File: src/rtl/ogua_queue.sv
// ----------------------------------------------------------------------------
// ogua_queue
// Two-entry command queue between the front and back parts.
// ----------------------------------------------------------------------------
module ogua_queue #(
  parameter int WIDTH = 8
) (
  input  logic             clk_i,
  input  logic             rst_ni,
  input  logic             push_i,
  input  logic [WIDTH-1:0] data_i,
  input  logic             pop_i,
  output logic [WIDTH-1:0] data_o,
  output logic             empty_o,
  output logic             full_o
);

  logic [WIDTH-1:0] slot_q [2];
  logic             wr_q, wr_d;
  logic             rd_q, rd_d;
  logic [1:0]       fill_q, fill_d;
  logic             do_push;
  logic             do_pop;

  assign empty_o = (fill_q == 2'd0);
  assign full_o  = (fill_q == 2'd2);
  assign do_push = push_i && !full_o;
  assign do_pop  = pop_i && !empty_o;
  assign data_o  = slot_q[rd_q];

  always_comb begin
    wr_d   = do_push ? ~wr_q : wr_q;
    rd_d   = do_pop ? ~rd_q : rd_q;
    fill_d = fill_q + 2'(do_push) - 2'(do_pop);
  end

  always_ff @(posedge clk_i or negedge rst_ni) begin
    if (!rst_ni) begin
      wr_q   <= 1'b0;
      rd_q   <= 1'b0;
      fill_q <= 2'd0;
    end else begin
      wr_q   <= wr_d;
      rd_q   <= rd_d;
      fill_q <= fill_d;
    end
  end

  always_ff @(posedge clk_i) begin
    if (do_push) begin
      slot_q[wr_q] <= data_i;
    end
  end

endmodule

File: config.mk
export PLATFORM = sky130hd
export DESIGN_NAME = ogua_queue
export DESIGN_NICKNAME = d
export VERILOG_FILES = /design/src/rtl/ogua_queue.sv
export SDC_FILE = /design/constraint.sdc
export NUM_CORES = 1
export LEC_CHECK = 0
export BUFFER_PORTS_ARGS = -buffer_cell sky130_fd_sc_hd__buf_2
export CORE_MARGIN = 1
export CORE_UTILIZATION = 52
export DETAILED_ROUTE_END_ITERATION = 16
export PLACE_DENSITY = 0.8
export REMOVE_ABC_BUFFERS = 1
export SYNTH_ARGS = -nofsm -noshare
export SYNTH_HDL_FRONTEND = slang
export SYNTH_SLANG_ARGS = --single-unit
export TNS_END_PERCENT = 50
File: constraint.sdc
create_clock -name clk_i -period 3.3 [get_ports clk_i]
set_clock_uncertainty 0.05 [all_clocks]
set_input_delay 0.165 -clock clk_i [delete_from_list [all_inputs] [get_ports clk_i]]
set_output_delay 0.165 -clock clk_i [all_outputs]
set_load 0.05 [all_outputs]
==> reports/metrics.cfg, run 1 <==
[run_status]
outcome = finished clean

[global_routing]
grt_pass1_vias = 406
grt_max_degree = 12
grt_first_pass_wirelength_microns = 1680
grt_usage = 0.162
grt.overflow.total = 0
antenna_found_initial = 0

[routing]
postRouteAntennaNets = 0
firstDrtPassIters = 4
via_per_inst = 4.98
wl_per_cell_microns = 13.4
drc = 0
wirelength_microns = 1130
dr_total_vias = 418
drt-initial-drc-count = 4

[critical_path]
path_class = flop to primary output
crit_path_max_fanout = 9
cp-end-kind = primary output
cp.required_ns = 3.08
cp_data_arrival_time_ns = 1.47
start_kind = flop

[place]
gp_congestion = 0.708
dp_hpwl_microns = 846
portBuffers = 21

[cells_and_area]
area_growth_pct = 22.6
layout-drive-gt1-share = 0.493
antennaDiodeCount = 0
layout.nets = 84
utilization = 0.704

[synthesis]
syn_area_sq_um = 776
ys.flop_type = edfxtp_1
synth_cells = 43
synth_top_area_cell = edfxtp_1
synthDominantCellAreaShare = 0.619
synth_area_per_cell_sq_um = 18.0
synth_most_common_cell = edfxtp_1
yosysUniqueCellTypes = 13
yosys-top-cells-area = edfxtp_1 62%, dfrtp_1 13%, mux2_2 12%
yosys-top-cells-count = 16 x edfxtp_1, 8 x mux2_2, 4 x dfrtp_1, 3 x xnor2_1
synth-edff-count = 16
synth-seq-area-share = 0.748
synth.ff_latch_count = 20
yosysWarnings = 0
async_flop_share = 0.200

[job]
cap_violations = 0

[clock_network]
cts-htree-levels = 1
clock_sinks = 20
root_buffer = clkbuf_4
clk_pin_slew_ns = 0.10
cts_buffer_depth = 2
cts_buffers = 3
postCtsSetupBuffers = 0
clk_latency_ns = 0.28
cts_tree = done

[sta]
rsz0062_at_grt = false
max_slew.worst_pin.slew_ns = 0.678
timing.slew.headroom = 0.547
clock.fmax_ghz = 0.593
slew_viol_final = 0
hold_viol = 0
tns_ns = 0
fin_crit_ns = 1.69
report.final.setup_viol = 0
fin_crit_sh = 0.511

[power_and_ir_drop]
power_frac_seq = 0.413
swShare = 0.427
p_sw_w = 0.000414
leakagePower_nw = 0.398
clkPwrFrac = 0.139
combPwrFrac = 0.448
vdd_ir_drop_max_mv = 0.624
powerDensity_mw_per_mm2 = 1020
p_int_w = 0.000556

[floorplan]
ioPinCount = 22
start_util = 0.575
core-area_sq_mm = 0.00135
die_x_microns = 40.6
die_area_sq_mm = 0.00165
rows = 13
die_y_microns = 40.6

[min_path]
worstHoldPathType = input port to flop

[cells in the final DEF (no fill, tap or decap)]
cell type       n
buf_2          21
edfxtp_1       16
mux2_2          8
dfrtp_1         4
xnor2_1         3
clkbuf_4        3
inv_1           2
nor2_1          2
ha_1            2
dlygate4sd3_1   2
nand2b_1        1
nand2_1         1
and3_1          1
nor2b_2         1
xor2_1          1
clkbuf_8        1
[logic make-up (layout without fill, tap and decap cells)]
| kind of cell | count (synthesis) | count (layout) | synth area share |
|---|---|---|---|
| flip-flops | 20 | 20 | 0.748 |
| multiplexers | 8 | 8 | 0.116 |
| AND/OR/NAND/NOR | 6 | 6 | 0.0419 |
| XOR/XNOR | 4 | 4 | 0.0452 |
| buffers and inverters | 3 | 29 | 0.0161 |
| adder cells (fa/ha/maj) | 2 | 2 | 0.0323 |
[layout make-up]
| class | instances | area (sq um) |
|---|---|---|
| sequential | 20 | 581 |
| fill | 103 | 399 |
| multi-input combinational | 20 | 183 |
| timing repair buffer | 23 | 125 |
| clock buffer | 4 | 36.3 |
| tap | 15 | 18.8 |
| inverter | 2 | 7.51 |
[state kept, by name (all words and copies together) (netlist names)]
signal,flops
fill_q,2
rd_q,1
slot_q,16
wr_q,1
[worst max-delay path: stages, from the launching register on]
cell and delay (ns):
dfrtp_1 0.59, mux2_2 0.39, buf_2 0.21
[timing repair]
| item | 4_1_cts | 5_1_grt |
|---|---|---|
| hold buffers | 1 | 1 |
| gates resized for setup | 0 | 0 |
| endpoints found under the hold margin | 4 | 2 |
[power groups by stage]
stage	Sequential, W	Clock [W]	Combinational (W)
floorplan	0.000392	0	0.000357
global placement	0.000403	0	0.000428
detailed placement	0.000408	0	0.000434
CTS	0.000403	0.000135	0.000437
global route	0.000413	0.000148	0.000466
finish	0.000401	0.000135	0.000434
[metal layers]
metal	vias up	wire length (microns)	global-route usage
li1	211	-	-
met1	191	501	0.169
met2	16	578	0.317
met3	0	48	0.0489
met4	0	0	0.0250
met5	-	0	0
[worst paths after layout]
| path | start | slack, ns | endpoint | cells past startpoint |
|---|---|---|---|---|
| worst max register to register | fill_q[1] | 1.70 | fill_q[1] | 7 |
| max in group asynchronous | rst_ni | 2.92 | fill_q[1] | 2 |
| min in group asynchronous | rst_ni | 0.15 | fill_q[0] | 2 |
| worst max-delay path | rd_q | 1.61 | data_o[4] | 2 |
| worst min-delay path | data_i[4] | 0.01 | slot_q[0][4] | 1 |
| worst min register to register | fill_q[1] | 0.47 | fill_q[1] | 1 |
[per-stage QoR]
stage	hold WS [ns]	cell area, sq um	total power [W]	setup slack, ns	instances
floorplan	-0.181	771	0.000749	1.16	42
global placement	-0.0729	895	0.000831	1.72	78
detailed placement	-0.0669	895	0.000842	1.71	78
CTS	0.00813	941	0.000976	1.60	83
global route	0.00111	951	0.00103	1.53	84
finish	0.0135	951	0.000970	1.61	84
Note: power is estimated with default switching activity, not from simulation.
==> run 2, diff against run 1 <==
--- a/config.mk
+++ b/config.mk
@@ -5,11 +5,12 @@
 export SDC_FILE = /design/constraint.sdc
 export NUM_CORES = 1
 export LEC_CHECK = 0
+export ABC_AREA = 1
 export BUFFER_PORTS_ARGS = -buffer_cell sky130_fd_sc_hd__buf_2
 export CORE_MARGIN = 1
-export CORE_UTILIZATION = 52
+export CORE_UTILIZATION = 44
 export DETAILED_ROUTE_END_ITERATION = 16
-export PLACE_DENSITY = 0.8
+export PLACE_DENSITY = 0.71
 export REMOVE_ABC_BUFFERS = 1
 export SYNTH_ARGS = -nofsm -noshare
 export SYNTH_HDL_FRONTEND = slang
==> constraint.sdc (replaced) <==
create_clock -name clk_i -period 1.5 [get_ports clk_i]
set_clock_uncertainty 0.05 [all_clocks]
set_input_delay 0.075 -clock clk_i [delete_from_list [all_inputs] [get_ports clk_i]]
set_output_delay 0.075 -clock clk_i [all_outputs]
set_load 0.05 [all_outputs]
==> reports/metrics.cfg, run 2 <==
[power_and_ir_drop]
p_total_w = 0.00233
vdd_ir_drop_max_mv = 1.20
leakagePower_nw = 0.543
powerDensity_mw_per_mm2 = 2070

[sta]
timing.slew.headroom = 0.796
clock.fmax_ghz = 0.706
layout_setup_ws_ns = 0.0845
rsz0062_at_grt = false
fin_crit_ns = 1.42
max_slew.worst_pin.slew_ns = 0.306
tns_ns = 0
hold_viol = 0
report.final.setup_viol = 0
fin_crit_sh = 0.944
slew_viol_final = 0

[floorplan]
core-area_sq_mm = 0.00175
die_x_microns = 45.5
rows = 15
ioPinCount = 22
start_util = 0.476
die_area_sq_mm = 0.00207
die_y_microns = 45.5

[synthesis]
synth_area_per_cell_sq_um = 11.1
synthMuxAreaShare = 0
synth_top_area_cell = edfxtp_1
synth-edff-count = 16
ys.flop_type = edfxtp_1
synthAdderAreaFrac = 0.0301
synth-compound-area-share = 0
synth_most_common_cell = nand2_1
synth.ff_latch_count = 20
synth_xor_area_frac = 0
syn_area_sq_um = 831
async_flop_share = 0.200
synth_cells = 75
synth-seq-area-share = 0.699
yosysUniqueCellTypes = 12
yosys-top-cells-area = edfxtp_1 58%, nand2_1 16%, dfrtp_1 12%
synthDominantCellAreaShare = 0.578
yosysWarnings = 0
synth_top_family_by_area = simple AND/OR/NAND/NOR gates
yosys-top-cells-count = 35 x nand2_1, 16 x edfxtp_1, 9 x inv_1, 4 x dfrtp_1
synth-simple-area-share = 0.202

[critical_path]
crit_path_max_fanout = 3
start_kind = flop
path_class = flop to flop
cp.required_ns = 1.64
cp-end-kind = flop
cp_data_arrival_time_ns = 1.56

[routing]
drt-initial-drc-count = 10
dr_total_vias = 583
drc = 0
via_per_inst = 4.29
postRouteAntennaNets = 0
wirelength_microns = 1370
firstDrtPassIters = 4
wl_per_cell_microns = 10.1

[place]
place_ws_ns = 0.0661
portBuffers = 21
gp_congestion = 0.749
dp.cells = 121
dp_hpwl_microns = 904

[min_path]
worstHoldPathType = input port to flop

[job]
cap_violations = 0

[clock_network]
cts_buffers = 3
cts_tree = done
root_buffer = clkbuf_4
cts_buffer_depth = 2
clk_latency_ns = 0.29
cts-htree-levels = 1
clock_sinks = 20
clk_pin_slew_ns = 0.10

[global_routing]
grt_max_degree = 12
grt_first_pass_wirelength_microns = 2040
grt.overflow.total = 0
antenna_found_initial = 0
grt_usage = 0.152
grt_pass1_vias = 537

[cells_and_area]
mostFrequentLayoutCells = 33 x nand2_1, 20 x buf_2, 16 x edfxtp_1
area_growth_pct = 35.5
top_register = slot_q
layout.nets = 126
layout-drive-gt1-share = 0.342
multi_input_area_sq_um = 218
n_fill_cell = 142
layout_commonest_cell = nand2_1
top_regs = slot_q x16, fill_q x2
seq_area_sq_um = 582
largest_reg_flops = 16
antennaDiodeCount = 0
stdcell_count = 136

[run_status]
outcome = finished clean

[run 2: changes by cell type in the layout (fill, tap and decap cells not counted), moves of 2 or more]
| cell | change |
|---|---|
| nand2_2 | +3 |
| dlygate4sd3_1 | +8 |
| buf_4 | +2 |
| ha_1 | -2 |
| inv_2 | +3 |
| xnor2_1 | -3 |
| nand3_1 | +2 |
| inv_1 | +5 |
| nand2_1 | +32 |
| mux2_2 | -8 |
[run 2: path summary, 6_finish.rpt]
path,endpoint,slack [ns],cells after the start,start
worst max-delay path,fill_q[1],0.08,9,fill_q[1]
worst min-delay path,wr_q,0.03,3,push_i
worst max register to register,fill_q[1],0.08,9,fill_q[1]
worst min register to register,wr_q,0.44,2,wr_q
max in group asynchronous,rd_q,1.22,2,rst_ni
min in group asynchronous,fill_q[1],0.06,2,rst_ni
[run 2: area by class of cell]
cell class              count  share of cell area
well taps                  25              0.0278
flip-flops and latches     20               0.517
repair buffers             33               0.198
inverters                  11              0.0411
multi-input cells          43               0.193
clock buffers               4              0.0233
[run 2: cell families (layout without fill, tap and decap cells)]
kind of cell / Yosys count / in the layout
buffers and inverters: 12 / 48
DFF: 20 / 20
and+or+nand+nor: 41 / 41
adders and majority gates: 2 / 2
[run 2: critical path: stages, from the launching register on]
cell     delay [ns]
dfrtp_1        0.42
inv_2          0.09
nand2_4        0.06
nand2_2        0.08
inv_2          0.04
ha_4           0.24
inv_1          0.03
ha_2           0.16
nand3_1        0.08
nand2_1        0.05
[run 2: per-layer routing]
| metal | vias up | track usage | share of wire |
|---|---|---|---|
| met5 | - | 0 | 0 |
| met4 | 0 | 0.103 | 0.018 |
| met3 | 4 | 0.0476 | 0.033 |
| met2 | 15 | 0.254 | 0.51 |
| met1 | 257 | 0.163 | 0.44 |
| li1 | 307 | - | - |
[run 2: timing repair]
item | CTS | global route
endpoints found under the hold margin | 21 | 0
pin swaps | 0 | 4
setup buffers | 0 | 1
gates resized for setup | 1 | 8
hold buffers | 10 | 0
endpoints found under the setup margin | 8 | 2
[run 2: report_power, final]
group / switching [W] / internal, W / leakage, nW
Clock: 0.000146 / 0.000103 / 0.0150
Sequential: 0.000100 / 0.000774 / 0.196
Combinational: 0.000885 / 0.000320 / 0.332
[run 2: through the flow]
| stage | cell area, sq um | utilization | hold WS [ns] |
|---|---|---|---|
| 6_report | 1130 | 0.645 | 0.0323 |
| 5_1_grt | 1130 | 0.645 | 0.0617 |
| 4_1_cts | 1090 | 0.625 | 0.0246 |
| 3_5_place_dp | 963 | 0.552 | -0.165 |
| 3_3_place_gp | 963 | 0.552 | -0.167 |
| 2_1_floorplan | 820 | - | -0.271 |
==> run 3, diff against run 2 <==
--- a/config.mk
+++ b/config.mk
@@ -5,12 +5,12 @@
 export SDC_FILE = /design/constraint.sdc
 export NUM_CORES = 1
 export LEC_CHECK = 0
-export ABC_AREA = 1
+export ABC_AREA = 0
 export BUFFER_PORTS_ARGS = -buffer_cell sky130_fd_sc_hd__buf_2
 export CORE_MARGIN = 1
 export CORE_UTILIZATION = 44
 export DETAILED_ROUTE_END_ITERATION = 16
-export PLACE_DENSITY = 0.71
+export PLACE_DENSITY = 0.72
 export REMOVE_ABC_BUFFERS = 1
 export SYNTH_ARGS = -nofsm -noshare
 export SYNTH_HDL_FRONTEND = slang
==> reports/metrics.cfg, run 3 (synthesis results as in run 1) <==
[cells_and_area]
mostFrequentLayoutCells = 20 x buf_2, 16 x edfxtp_1, 13 x buf_4
stdcell_count = 104
layout_commonest_cell = buf_2
layout.nets = 103
top_regs = slot_q x16, fill_q x2
antennaDiodeCount = 0
layout-drive-gt1-share = 0.614
design_area_sq_mm = 0.00116
top_register = slot_q
area_growth_pct = 49.8
largest_reg_flops = 16
n_fill_cell = 107

[sta]
rsz0062_at_grt = true
max_slew.worst_pin.slew_ns = 0.251
timing.slew.headroom = 0.834
fin_crit_ns = 1.50
layout_setup_ws_ns = -0.00306
fin_crit_sh = 1.00
slew_viol_final = 0
report.final.setup_viol = 1
hold_viol = 0
fin_hold_ws_ns = 0.0875
clock.fmax_ghz = 0.665

[global_routing]
grt_first_pass_wirelength_microns = 2010
grt_usage = 0.151
grt.overflow.total = 0
grt_max_degree = 12
grt_pass1_vias = 484
antenna_found_initial = 0

[routing]
drt-initial-drc-count = 6
wl_per_cell_microns = 12.4
drc = 0
postRouteAntennaNets = 0
firstDrtPassIters = 6
dr_total_vias = 485
wirelength_microns = 1290
via_per_inst = 4.66

[floorplan]
core-area_sq_mm = 0.00158
die_y_microns = 44.0
ioPinCount = 22
die_x_microns = 44.0
die_area_sq_mm = 0.00194
start_util = 0.492
rows = 14

[clock_network]
clock_sinks = 20
cts_buffer_depth = 2
cts_tree = done
cts_buffers = 3
clk_latency_ns = 0.28
cts-htree-levels = 1
clk_pin_slew_ns = 0.10
root_buffer = clkbuf_4

[critical_path]
path_buf_inv = 1
cp_top_family = flip-flops
cp.required_ns = 1.62
cpMostUsedCell = ha_4
path_cells = nand2b_4 -> nand2_4 -> ha_4 -> inv_2 -> ha_4 -> xnor2_2 -> xnor2_1
start_kind = flop
crit_slowest_cell = dfrtp_1
path_class = flop to flop
slowest_delay_ns = 0.43
cp_data_arrival_time_ns = 1.63
crit_path_max_fanout = 3
cp-end-kind = flop

[place]
place_area_sq_um = 948
dp_hpwl_microns = 867
place_ws_ns = -0.0550
dp.cells = 86
portBuffers = 21
gp_congestion = 0.654

[min_path]
worstHoldPathType = input port to async pin

[run_status]
outcome = complete, but fails checks
violations = negative setup slack

[job]
cap_violations = 0

[power_and_ir_drop]
powerDensity_mw_per_mm2 = 2110
leakagePower_nw = 0.491
p_total_w = 0.00245
vdd_ir_drop_max_mv = 1.45

## run 3: per-layer routing
layer / vias to the layer above / GRT usage / wire [microns]
met5: - / 0 / 0
met3: 0 / 0.0375 / 34
li1: 248 / - / -
met4: 0 / 0.0364 / 0
met1: 227 / 0.165 / 548
met2: 10 / 0.290 / 711
## run 3: worst paths after layout
check	startpoint	end	slack (ns)	depth (start not counted)
min reg2reg	wr_q	wr_q	0.46	1
max in group asynchronous	rst_ni	fill_q[1]	1.18	2
max reg2reg	fill_q[0]	fill_q[1]	-0.003	7
min	rst_ni	wr_q	0.09	2
max	fill_q[0]	fill_q[1]	-0.003	7
min in group clk_i	push_i	wr_q	0.12	4
## run 3: area by class of cell
cell class,instances,area (sq um),share of cell area
sequential,20,583,0.502
tap,16,20.0,0.0172
multi-input combinational,20,238,0.205
inverter,2,7.51,0.00646
clock buffer,4,26.3,0.0226
timing repair buffer,42,288,0.248
## run 3: repair_timing
| action | in CTS | in global routing |
|---|---|---|
| resized for setup | 6 | 7 |
| hold buffers | 9 | 0 |
| pin swaps | 3 | 3 |
| setup endpoints to repair | 9 | 10 |
| buffers inserted | 4 | 1 |
| endpoints found under the hold margin | 20 | 0 |
## run 3: per-stage QoR
stage               setup TNS [ns]  utilization
finish                    -0.00306        0.737
global route               -0.0714        0.737
CTS                        -0.0192        0.710
detailed placement         -0.0550        0.602
global placement                 0        0.602
floorplan                    -1.18            -
## run 3: power breakdown
part / switching (W) / total, W / internal, W / leakage, nW
Clock: 0.000144 / 0.000247 / 0.000103 / 0.0150
Combinational: 0.000750 / 0.00131 / 0.000560 / 0.283
Sequential: 0.000116 / 0.000897 / 0.000782 / 0.193
