--- src/rtl/ogua_pkg.sv ---
// ----------------------------------------------------------------------------
// ogua_pkg
// Shared types and constants of the occupancy grid update averager.
// ----------------------------------------------------------------------------
package ogua_pkg;

  localparam int CFG_W = 9;
  localparam int VAL_W = 8;
  localparam int CNT_W = 15;
  localparam int SUM_W = 24;
  localparam int POS_W = 18;
  localparam int DIV_W = 23;

  localparam logic [CNT_W-1:0] COUNT_MAX = 15'h7FFF;
  localparam logic [VAL_W-1:0] FREE_VALUE = 8'd100;
  localparam logic [VAL_W-1:0] MARK_OCCUPIED = 8'hFF;
  localparam logic [VAL_W-1:0] MARK_FREE = 8'h00;

  localparam logic [2:0] ST_DONE       = 3'd0;
  localparam logic [2:0] ST_NOT_LOADED = 3'd1;
  localparam logic [2:0] ST_FULL_PATCH = 3'd2;
  localparam logic [2:0] ST_OUTSIDE    = 3'd3;
  localparam logic [2:0] ST_LOADED     = 3'd4;
  localparam logic [2:0] ST_SATURATED  = 3'd5;

  typedef enum logic [1:0] {
    ACT_LOAD  = 2'd0,
    ACT_PATCH = 2'd1,
    ACT_QUERY = 2'd2,
    ACT_NONE  = 2'd3
  } action_e;

  typedef enum logic [1:0] {
    OP_NONE,
    OP_LOAD,
    OP_UPDATE,
    OP_QUERY
  } op_e;

  typedef struct packed {
    op_e              op;
    logic [2:0]       status;
    logic             ready;
    logic [VAL_W-1:0] value;
  } cmd_t;

  typedef enum logic [2:0] {
    BK_CLEAR,
    BK_IDLE,
    BK_EXEC,
    BK_LOAD_DIV,
    BK_UPD_WR,
    BK_QRY_EVAL,
    BK_QRY_DIV
  } back_state_e;

endpackage

--- src/rtl/ogua_front.sv ---
// ----------------------------------------------------------------------------
// ogua_front
// Accepts items, tracks load and patch positions, classifies each item.
// ----------------------------------------------------------------------------
module ogua_front #(
  parameter int MAX_WIDTH  = 256,
  parameter int MAX_HEIGHT = 256,
  localparam int AW = $clog2(MAX_WIDTH * MAX_HEIGHT),
  localparam int FW = (AW > ogua_pkg::POS_W) ? AW : ogua_pkg::POS_W
) (
  input  logic                  clk_i,
  input  logic                  rst_ni,
  input  logic                  accept_i,
  input  logic [1:0]            action_i,
  input  logic signed [7:0]     cell_value_i,
  input  logic                  patch_first_i,
  input  logic signed [8:0]     patch_x_i,
  input  logic signed [8:0]     patch_y_i,
  input  logic [8:0]            patch_width_i,
  input  logic [8:0]            patch_height_i,
  input  logic [7:0]            query_x_i,
  input  logic [7:0]            query_y_i,
  input  logic [8:0]            map_width_i,
  input  logic [8:0]            map_height_i,
  output logic                  push_o,
  output ogua_pkg::cmd_t        cmd_o,
  output logic [FW-1:0]         addr_o,
  output logic [8:0]            w_o
);

  localparam int PW = ogua_pkg::POS_W;

  logic          loaded_q, loaded_d;
  logic [PW-1:0] pos_q, pos_d;
  logic [7:0]    col_q, col_d;
  logic [8:0]    row_q, row_d;
  logic [8:0]    w, h, pw, ph;
  logic [PW-1:0] wh;
  logic [7:0]    col_s;
  logic [8:0]    row_s;
  logic [8:0]    col_n;
  logic [10:0]   x_s, y_s;
  logic          x_out, y_out;
  logic [FW+9:0] pa, qa;

  always_comb begin
    if (map_width_i == 9'd0) begin
      w = 9'd1;
    end else if (32'(map_width_i) > 32'(MAX_WIDTH)) begin
      w = 9'(MAX_WIDTH);
    end else begin
      w = map_width_i;
    end
    if (map_height_i == 9'd0) begin
      h = 9'd1;
    end else if (32'(map_height_i) > 32'(MAX_HEIGHT)) begin
      h = 9'(MAX_HEIGHT);
    end else begin
      h = map_height_i;
    end
    if (patch_width_i == 9'd0) begin
      pw = 9'd1;
    end else if (patch_width_i > 9'd256) begin
      pw = 9'd256;
    end else begin
      pw = patch_width_i;
    end
    if (patch_height_i == 9'd0) begin
      ph = 9'd1;
    end else if (patch_height_i > 9'd256) begin
      ph = 9'd256;
    end else begin
      ph = patch_height_i;
    end
  end

  assign wh  = PW'(w) * PW'(h);
  assign w_o = w;

  always_comb begin
    col_s = patch_first_i ? 8'd0 : col_q;
    row_s = patch_first_i ? 9'd0 : row_q;
    if ({1'b0, col_s} >= pw) begin
      col_s = 8'd0;
    end
    col_n = {1'b0, col_s} + 9'd1;
    x_s   = {{2{patch_x_i[8]}}, patch_x_i} + {3'b000, col_s};
    y_s   = {{2{patch_y_i[8]}}, patch_y_i} + {2'b00, row_s};
    x_out = x_s[10] || (x_s[9:0] >= {1'b0, w});
    y_out = y_s[10] || (y_s[9:0] >= {1'b0, h});
    pa    = (FW+10)'(y_s[8:0]) * (FW+10)'(MAX_WIDTH) + (FW+10)'(x_s[8:0]);
    qa    = (FW+10)'(query_y_i) * (FW+10)'(MAX_WIDTH) + (FW+10)'(query_x_i);
  end

  always_comb begin
    cmd_o.op     = ogua_pkg::OP_NONE;
    cmd_o.status = ogua_pkg::ST_DONE;
    cmd_o.value  = cell_value_i;
    addr_o       = '0;
    loaded_d     = loaded_q;
    pos_d        = pos_q;
    col_d        = col_q;
    row_d        = row_q;
    unique case (ogua_pkg::action_e'(action_i))
      ogua_pkg::ACT_LOAD: begin
        if (loaded_q) begin
          cmd_o.status = ogua_pkg::ST_LOADED;
        end else if (pos_q >= wh) begin
          loaded_d     = 1'b1;
          cmd_o.status = ogua_pkg::ST_LOADED;
        end else begin
          cmd_o.op = ogua_pkg::OP_LOAD;
          addr_o   = FW'(pos_q);
          pos_d    = pos_q + PW'(1);
          if (pos_d >= wh) begin
            loaded_d = 1'b1;
          end
        end
      end
      ogua_pkg::ACT_PATCH: begin
        if (!loaded_q) begin
          cmd_o.status = ogua_pkg::ST_NOT_LOADED;
        end else if (pw == w && ph == h) begin
          cmd_o.status = ogua_pkg::ST_FULL_PATCH;
        end else if (x_out || y_out) begin
          cmd_o.status = ogua_pkg::ST_OUTSIDE;
        end else begin
          cmd_o.op = ogua_pkg::OP_UPDATE;
          addr_o   = pa[FW-1:0];
        end
        if (col_n >= pw) begin
          col_d = 8'd0;
          row_d = row_s + 9'd1;
        end else begin
          col_d = col_n[7:0];
          row_d = row_s;
        end
      end
      ogua_pkg::ACT_QUERY: begin
        if (!loaded_q) begin
          cmd_o.status = ogua_pkg::ST_NOT_LOADED;
        end else if ({1'b0, query_x_i} >= w || {1'b0, query_y_i} >= h) begin
          cmd_o.status = ogua_pkg::ST_OUTSIDE;
        end else begin
          cmd_o.op = ogua_pkg::OP_QUERY;
          addr_o   = qa[FW-1:0];
        end
      end
      ogua_pkg::ACT_NONE: begin
        cmd_o.status = ogua_pkg::ST_DONE;
      end
    endcase
    cmd_o.ready = loaded_d;
  end

  assign push_o = accept_i;

  always_ff @(posedge clk_i or negedge rst_ni) begin
    if (!rst_ni) begin
      loaded_q <= 1'b0;
      pos_q    <= '0;
      col_q    <= '0;
      row_q    <= '0;
    end else if (accept_i) begin
      loaded_q <= loaded_d;
      pos_q    <= pos_d;
      col_q    <= col_d;
      row_q    <= row_d;
    end
  end

endmodule

--- config.mk ---
export PLATFORM = sky130hd
export DESIGN_NAME = ogua_front
export DESIGN_NICKNAME = d
export VERILOG_FILES = /design/src/rtl/ogua_pkg.sv /design/src/rtl/ogua_front.sv
export SDC_FILE = /design/constraint.sdc
export NUM_CORES = 1
export LEC_CHECK = 0
export ABC_CLOCK_PERIOD_IN_PS = 8370
export BUFFER_PORTS_ARGS = -buffer_cell sky130_fd_sc_hd__buf_2
export CAP_MARGIN = 40
export CORE_MARGIN = 10
export CORE_UTILIZATION = 55
export DETAILED_ROUTE_END_ITERATION = 10
export HOLD_SLACK_MARGIN = 0.1
export PLACE_DENSITY = 0.8
export SYNTH_ARGS = -nofsm -noshare
export SYNTH_HDL_FRONTEND = slang
export SYNTH_SLANG_ARGS = --single-unit
--- constraint.sdc ---
create_clock -name clk_i -period 8.37 [get_ports clk_i]
set_input_delay 1.2555 -clock clk_i [delete_from_list [all_inputs] [get_ports clk_i]]
set_output_delay 1.2555 -clock clk_i [all_outputs]
set_load 0.02 [all_outputs]
==> results of run 1 <==
[final cells by class]
| type | count | area share |
|---|---|---|
| multi-input cells | 892 | 0.675 |
| repair buffers | 249 | 0.158 |
| flip-flops and latches | 36 | 0.0812 |
| inverters | 135 | 0.0470 |
| well taps | 211 | 0.0238 |
| clock buffers | 6 | 0.0116 |
| clock inverters | 2 | 0.00316 |
[cells by family (layout without fill, tap and decap cells)]
family	Yosys count	after routing	share of synthesized area
AND/OR/NAND/NOR	386	386	0.216
AO/OA/AOI/OAI	228	228	0.185
adder cells (fa/ha/maj)	199	199	0.331
buffers and inverters	180	392	0.0845
XOR/XNOR	72	72	0.0725
flip-flops	36	36	0.104
multiplexers	7	7	0.00835
[synthesized netlist by cell type, types with 8 or more instances]
cell type / n / share of area
nand2b_1: 22 / 0.016
clkbuf_1: 26 / 0.011
buf_4: 12 / 0.010
o21a_1: 11 / 0.0095
a21oi_1: 49 / 0.028
ha_1: 145 / 0.21
fa_1: 52 / 0.12
a31oi_1: 9 / 0.0065
nand2_1: 91 / 0.039
nor2_1: 108 / 0.047
xnor2_1: 42 / 0.042
a211oi_1: 15 / 0.013
a221o_1: 19 / 0.022
dfrtp_1: 36 / 0.10
nor2b_1: 30 / 0.022
and3_1: 13 / 0.0094
inv_1: 128 / 0.055
and2_1: 11 / 0.0079
nor3_1: 35 / 0.020
o41ai_1: 8 / 0.0081
nand4_1: 8 / 0.0058
nand3_1: 40 / 0.023
xor2_1: 30 / 0.030
o21ai_0: 39 / 0.022
a21o_1: 19 / 0.016
[through the flow]
stage               cell area [um^2]  cells  power, mW  setup slack, ns  hold slack (ns)
CTS                            10800   1524       1.04           -0.265            0.472
detailed placement             10300   1501      0.782           -0.513            0.459
global placement               10200   1498      0.762           -0.346            0.447
global route                   11100   1531       1.16           -0.943            0.487
finish                         11100   1531       1.09           -0.700            0.472
floorplan                       8790   1108      0.572         -0.00271            0.435
[sequential cells by signal (all words and copies together) (netlist names)]
signal	cells
row_q	9
col_q	8
pos_q	18
loaded_q	1
[power breakdown]
part	internal [mW]	switching [mW]	total, mW
Sequential	0.185	0.0146	0.199
Combinational	0.293	0.378	0.671
Clock	0.140	0.0808	0.221
Total	0.618	0.474	1.09
[worst max-delay path: cells and delay by family]
family	cells	cell delay, ns
and+or+nand+nor	6	1.22
xor gates and xnor gates	1	0.27
adders and majority gates	6	2.57
AOI/OAI and AO/OA	9	1.74
buffers and inverters	8	0.76
[how the worst max path moves through the flow]
stage	end	slack [ns]	depth (start not counted)
finish	cmd_o[8]	-0.70	30
floorplan	cmd_o[8]	-0.003	31
detailed placement	cmd_o[8]	-0.51	29
global placement	cmd_o[8]	-0.35	29
global route	cmd_o[8]	-0.94	30
CTS	cmd_o[8]	-0.27	32
[per-layer routing]
layer / vias to the layer above / part of all wire / track usage
met2: 462 / 0.48 / 0.430
met5: - / 0 / 0
met4: 0 / 0.045 / 0.103
li1: 4286 / - / -
met3: 118 / 0.074 / 0.0425
met1: 4377 / 0.40 / 0.319
[what timing repair did]
| action | CTS | global route |
|---|---|---|
| endpoints found under the setup margin | 21 | 24 |
| endpoints found under the hold margin | 0 | 0 |
| setup buffers | 16 | 7 |
| hold buffers | 0 | 0 |
| resized for setup | 71 | 59 |
| pin swaps | 55 | 25 |
==> metrics.txt, run 1 <==
most common cell after layout, fill and taps aside=ha_1; initial antenna violation count=0; total count of hold-check failures in the final report=0; path type of the worst min-delay path=flop to flop; Placer Congestion=0.978; power density over cell area=98.4 mW/mm^2; post-route DRC violation count=0; CP max FO=5; Clock Sink Count=36; number of top-level pins=126; floorplan die width=146 um; Worst setup startpoint=map_height_i[5]; area enclosed by the die boundary=0.0212 mm^2; Max IR drop VDD=0.0719 mV; die extent in y=146 um; fillcell total=1109; aggregate global-route resource usage=0.256; terminating pin of the worst hold path=col_q[3]$_DFFE_PN0P_; highest clock frequency the design can meet=0.110 GHz; fraction of the yosys area taken by sequential cells=0.104; Final Cycle Share=1.08; P_leak=5.64 nW; min-delay src=col_q[3]$_DFFE_PN0P_; placed wire-length estimate after detailed placement=22500 um; wire length per cell after detailed routing=18.9 um; growth of design area from synthesis to finish=27.6%; clock tree skew after final layout=0.00589 ns; ratio of cells with drive above 1 in the final layout=0.271; number of port buffers=109; number of detailed-routing iterations run before antenna repair=6; Main synth FF type=dfrtp_1; data arrival at the endpoint of the critical path=7.81 ns; antenna viol nets, final=0; outcome=finished with violations; relative max-transition margin=0.413; total of warnings raised by yosys=0; maximum single-stage delay on the critical path=0.54 ns; master of the slowest instance on the critical path=fa_1; clock period minus worst slack=9.07 ns; unrepaired setup endpoints after global routing=true; initial core utilization=0.566; CP startpoint kind=primary input; setup slack, reg-to-reg=3.19 ns; n_diodes=0; count of max-cap constraint violations=0; setup-violating endpoint count in the final report=21; area of the core region=0.0154 mm^2; Sum Neg Setup Slack=-12.10 ns; maximum number of pins on one net before global-route repair=28; most frequent cells in the layout=ha_1, buf_4, inv_1; post-synthesis cell count=1108; actual transition at the worst max-transition pin=0.875 ns; FF+latch count, synth=36; Setup CP Type=primary input to primary output; Synthesized Nets=1389; initial DRC count=773; number of enable-type register cells in the synthesized netlist=0; number of vias per cell after detailed routing=6.04; critical register-to-register path startpoint=col_q[2]$_DFFE_PN0P_; capture point of the worst reg-to-reg path=row_q[5]$_DFFE_PN0P_; clock input transition at the sequential cells of the worst setup and hold paths=0.06 ns; Detailed Route WL=28900 um; CTS tree=built; area occupied by multi-input gates=0.00749 mm^2; Reg2Reg Depth=20; number of buffers on the longest clock path=2; clock latency reported for the late side of the worst-skew pair=0.29 ns; number of nets in the final layout=1600; routed via count=9243; Row Count=45; Distinct cells, synth=78; via count of the first global-routing pass=9197; violated checks=setup timing; final count of pins violating max slew=0; cell area after synthesis=0.00870 mm^2; Req. time, crit path=7.11 ns; Final Util=0.722; final worst-path setup slack=-0.700 ns; FF+latch area=901 um^2; root buffer cell=clkbuf_16; Async SR Flop Fraction=1.00; Avg Inst Size Synth=7.85 um^2; number of buffers created by CTS=5; wire length of the first global-routing pass=45800 um; cell depth of the worst min-delay path=2; GRT overflow=0; Critical Path Sink Type=primary output; H-Tree Depth=2
Power figures use the tool's default switching activity.
==> run 2, diff against run 1 <==
ABC_CLOCK_PERIOD_IN_PS = 7800   (was 8370)
CORE_ASPECT_RATIO = 2   (was unset)
clock period = 7.8 ns   (was 8.37 ns; I/O delays follow)
==> run 2 against run 1 <==
The run still ends with setup timing left. Total power up 13%. Final area increased by 4.7%. First-iteration DRC count shrank 27%. Global-route usage up 3.1 points. Sequential power grew 8%. Clock power is 2% higher. Die area rose by 1.4%. Utilization increased by 1.9 points. Clock skew up 0.0070 ns. Worst hold slack gained 0.0080 ns. Combinational power grew 19%. Critical endpoint is now addr_o[3].
==> metrics.txt, run 2 (synthesized netlist as in run 1, its figures left out) <==
actual transition at the worst max-transition pin=0.953 ns (was 0.875 ns); power density over cell area=107 mW/mm^2 (was 98.4 mW/mm^2); CTS tree=built (unchanged); die extent in y=198 um (was 146 um); clock input transition at the sequential cells of the worst setup and hold paths=0.07 ns (was 0.06 ns); master of the slowest instance on the critical path=fa_1 (unchanged); GRT overflow=0 (unchanged); floorplan die width=109 um (was 146 um); Clock Sink Count=36 (unchanged); post-layout power=1.24 mW (was 1.09 mW); number of vias per cell after detailed routing=6.07 (was 6.04); Top reg by flops=pos_q (unchanged); path type of the worst min-delay path=flop to flop (unchanged); final worst-path setup slack=-0.785 ns (was -0.700 ns); number of top-level pins=126 (unchanged); CP startpoint kind=primary input (unchanged); number of nets in the final layout=1642 (was 1600); maximum number of pins on one net before global-route repair=26 (was 28); clock tree skew after final layout=0.0129 ns (was 0.00589 ns); Final Cycle Share=1.10; number of detailed-routing iterations run before antenna repair=5 (was 6); most prevalent standard cell on the critical path=fa_1; antenna viol nets, final=0 (unchanged); area of the core region=0.0157 mm^2 (was 0.0154 mm^2); data arrival at the endpoint of the critical path=7.41 ns (was 7.81 ns); clock period minus worst slack=8.58 ns; relative max-transition margin=0.362 (was 0.413); Row Count=65 (was 45); total count of hold-check failures in the final report=0 (unchanged); violated checks=setup timing (unchanged); most frequent cells in the layout=buf_4, ha_1, inv_1 (was ha_1, buf_4, inv_1); n_diodes=0 (unchanged); CP max FO=7 (was 5); root buffer cell=clkbuf_16 (unchanged); initial core utilization=0.554 (was 0.566); highest clock frequency the design can meet=0.116 GHz; initial antenna violation count=0 (unchanged); Worst setup startpoint=map_height_i[3] (was map_height_i[5]); registers with the most flip-flops=pos_q: 18 flops, row_q: 9 flops, col_q: 8 flops (unchanged); number of port buffers=109 (unchanged); via count of the first global-routing pass=10000 (was 9197); Detailed Route WL=31200 um (was 28900 um); outcome=finished with violations (unchanged); setup-violating endpoint count in the final report=21 (unchanged); aggregate global-route resource usage=0.287 (was 0.256); final count of pins violating max slew=0 (unchanged); number of buffers on the longest clock path=2 (unchanged); final instance area=0.0116 mm^2 (was 0.0111 mm^2); count of max-cap constraint violations=0 (unchanged); wire length per cell after detailed routing=19.9 um (was 18.9 um); P_leak=5.92 nW (was 5.64 nW); min-delay src=col_q[5]$_DFFE_PN0P_ (was col_q[3]$_DFFE_PN0P_); growth of design area from synthesis to finish=33.6% (was 27.6%); unrepaired setup endpoints after global routing=true (unchanged); routed via count=9495 (was 9243); area enclosed by the die boundary=0.0215 mm^2 (was 0.0212 mm^2); post-route DRC violation count=0 (unchanged); Req. time, crit path=6.63 ns (was 7.11 ns); Placer Congestion=0.972 (was 0.978); wire length of the first global-routing pass=48900 um (was 45800 um); Setup CP Type=primary input to primary output (unchanged); maximum single-stage delay on the critical path=0.51 ns (was 0.54 ns); ratio of cells with drive above 1 in the final layout=0.312 (was 0.271); worst slack after detailed placement=-0.886 ns (was -0.513 ns); total placed instance area=0.0108 mm^2 (was 0.0103 mm^2); critical register-to-register path startpoint=col_q[6]$_DFFE_PN0P_ (was col_q[2]$_DFFE_PN0P_); H-Tree Depth=2 (unchanged); Critical Path Sink Type=primary output (unchanged); initial DRC count=561 (was 773); placed wire-length estimate after detailed placement=25400 um (was 22500 um); clock latency reported for the late side of the worst-skew pair=0.30 ns (was 0.29 ns); max reg flops=18 (unchanged); number of buffers created by CTS=5 (unchanged); fillcell total=1123 (was 1109); Max IR drop VDD=0.117 mV (was 0.0719 mV); most common cell after layout, fill and taps aside=buf_4 (was ha_1)
## run 2: through the flow
stage	TNS [ns]	hold WS, ns	utilization	cells
finish	-13.90	0.480	0.740	1563
global route	-18.84	0.527	0.740	1563
detailed placement	-15.75	0.462	0.685	1534
floorplan	-2.50	0.435	-	1108
CTS	-11.92	0.476	0.731	1559
global placement	-12.66	0.452	0.684	1533
## run 2: final timing paths
check / slack, ns / cells after the start / endpoint
setup / recovery: -0.78 / 32 / addr_o[3]
hold / removal: 0.48 / 2 / col_q[5]$_DFFE_PN0P_
setup reg to reg: 2.81 / 20 / row_q[2]$_DFFE_PN0P_
hold reg to reg: 0.48 / 2 / col_q[5]$_DFFE_PN0P_
max in group asynchronous: 6.50 / 2 / col_q[6]$_DFFE_PN0P_
min in group asynchronous: 0.82 / 1 / pos_q[9]$_DFFE_PN0P_
## run 2: per-layer routing
| metal | vias to the layer above | track usage | share of wire |
|---|---|---|---|
| li1 | 4361 | - | - |
| met1 | 4512 | 0.273 | 0.33 |
| met2 | 433 | 0.530 | 0.53 |
| met3 | 189 | 0.0345 | 0.051 |
| met4 | 0 | 0.223 | 0.090 |
| met5 | - | 0 | 0 |
## run 2: what timing repair did
item | CTS | global route
resized for setup | 102 | 33
buffers inserted | 17 | 4
pin swaps | 51 | 24
cloned | 1 | 1
endpoints found under the setup margin | 22 | 24
hold buffers | 0 | 0
hold endpoints to repair | 0 | 0
## run 2: worst max-delay path, delay by kind of cell
| family | cells | cell delay, ns |
|---|---|---|
| adder cells (fa/ha/maj) | 6 | 2.29 |
| AO/OA/AOI/OAI | 9 | 1.65 |
| AND/OR/NAND/NOR | 9 | 1.47 |
| buffers and inverters | 7 | 0.71 |
| XOR/XNOR | 1 | 0.13 |
## run 2: cell type report
cell class / count / area [um^2] / share of cell area
clock inverters: 2 / 13.8 / 0.00118
flip-flops and latches: 36 / 901 / 0.0775
well taps: 201 / 251 / 0.0216
multi-input cells: 892 / 7630 / 0.657
clock buffers: 6 / 139 / 0.0120
repair buffers: 291 / 2150 / 0.185
inverters: 135 / 536 / 0.0461
## run 2: power breakdown
| part | internal [mW] | leakage (nW) | switching [mW] | total [mW] |
|---|---|---|---|---|
| registers | 0.198 | 0.469 | 0.0160 | 0.214 |
| clock network | 0.128 | 0.0772 | 0.0975 | 0.226 |
| logic | 0.367 | 5.37 | 0.431 | 0.798 |
| total | 0.693 | 5.92 | 0.545 | 1.24 |
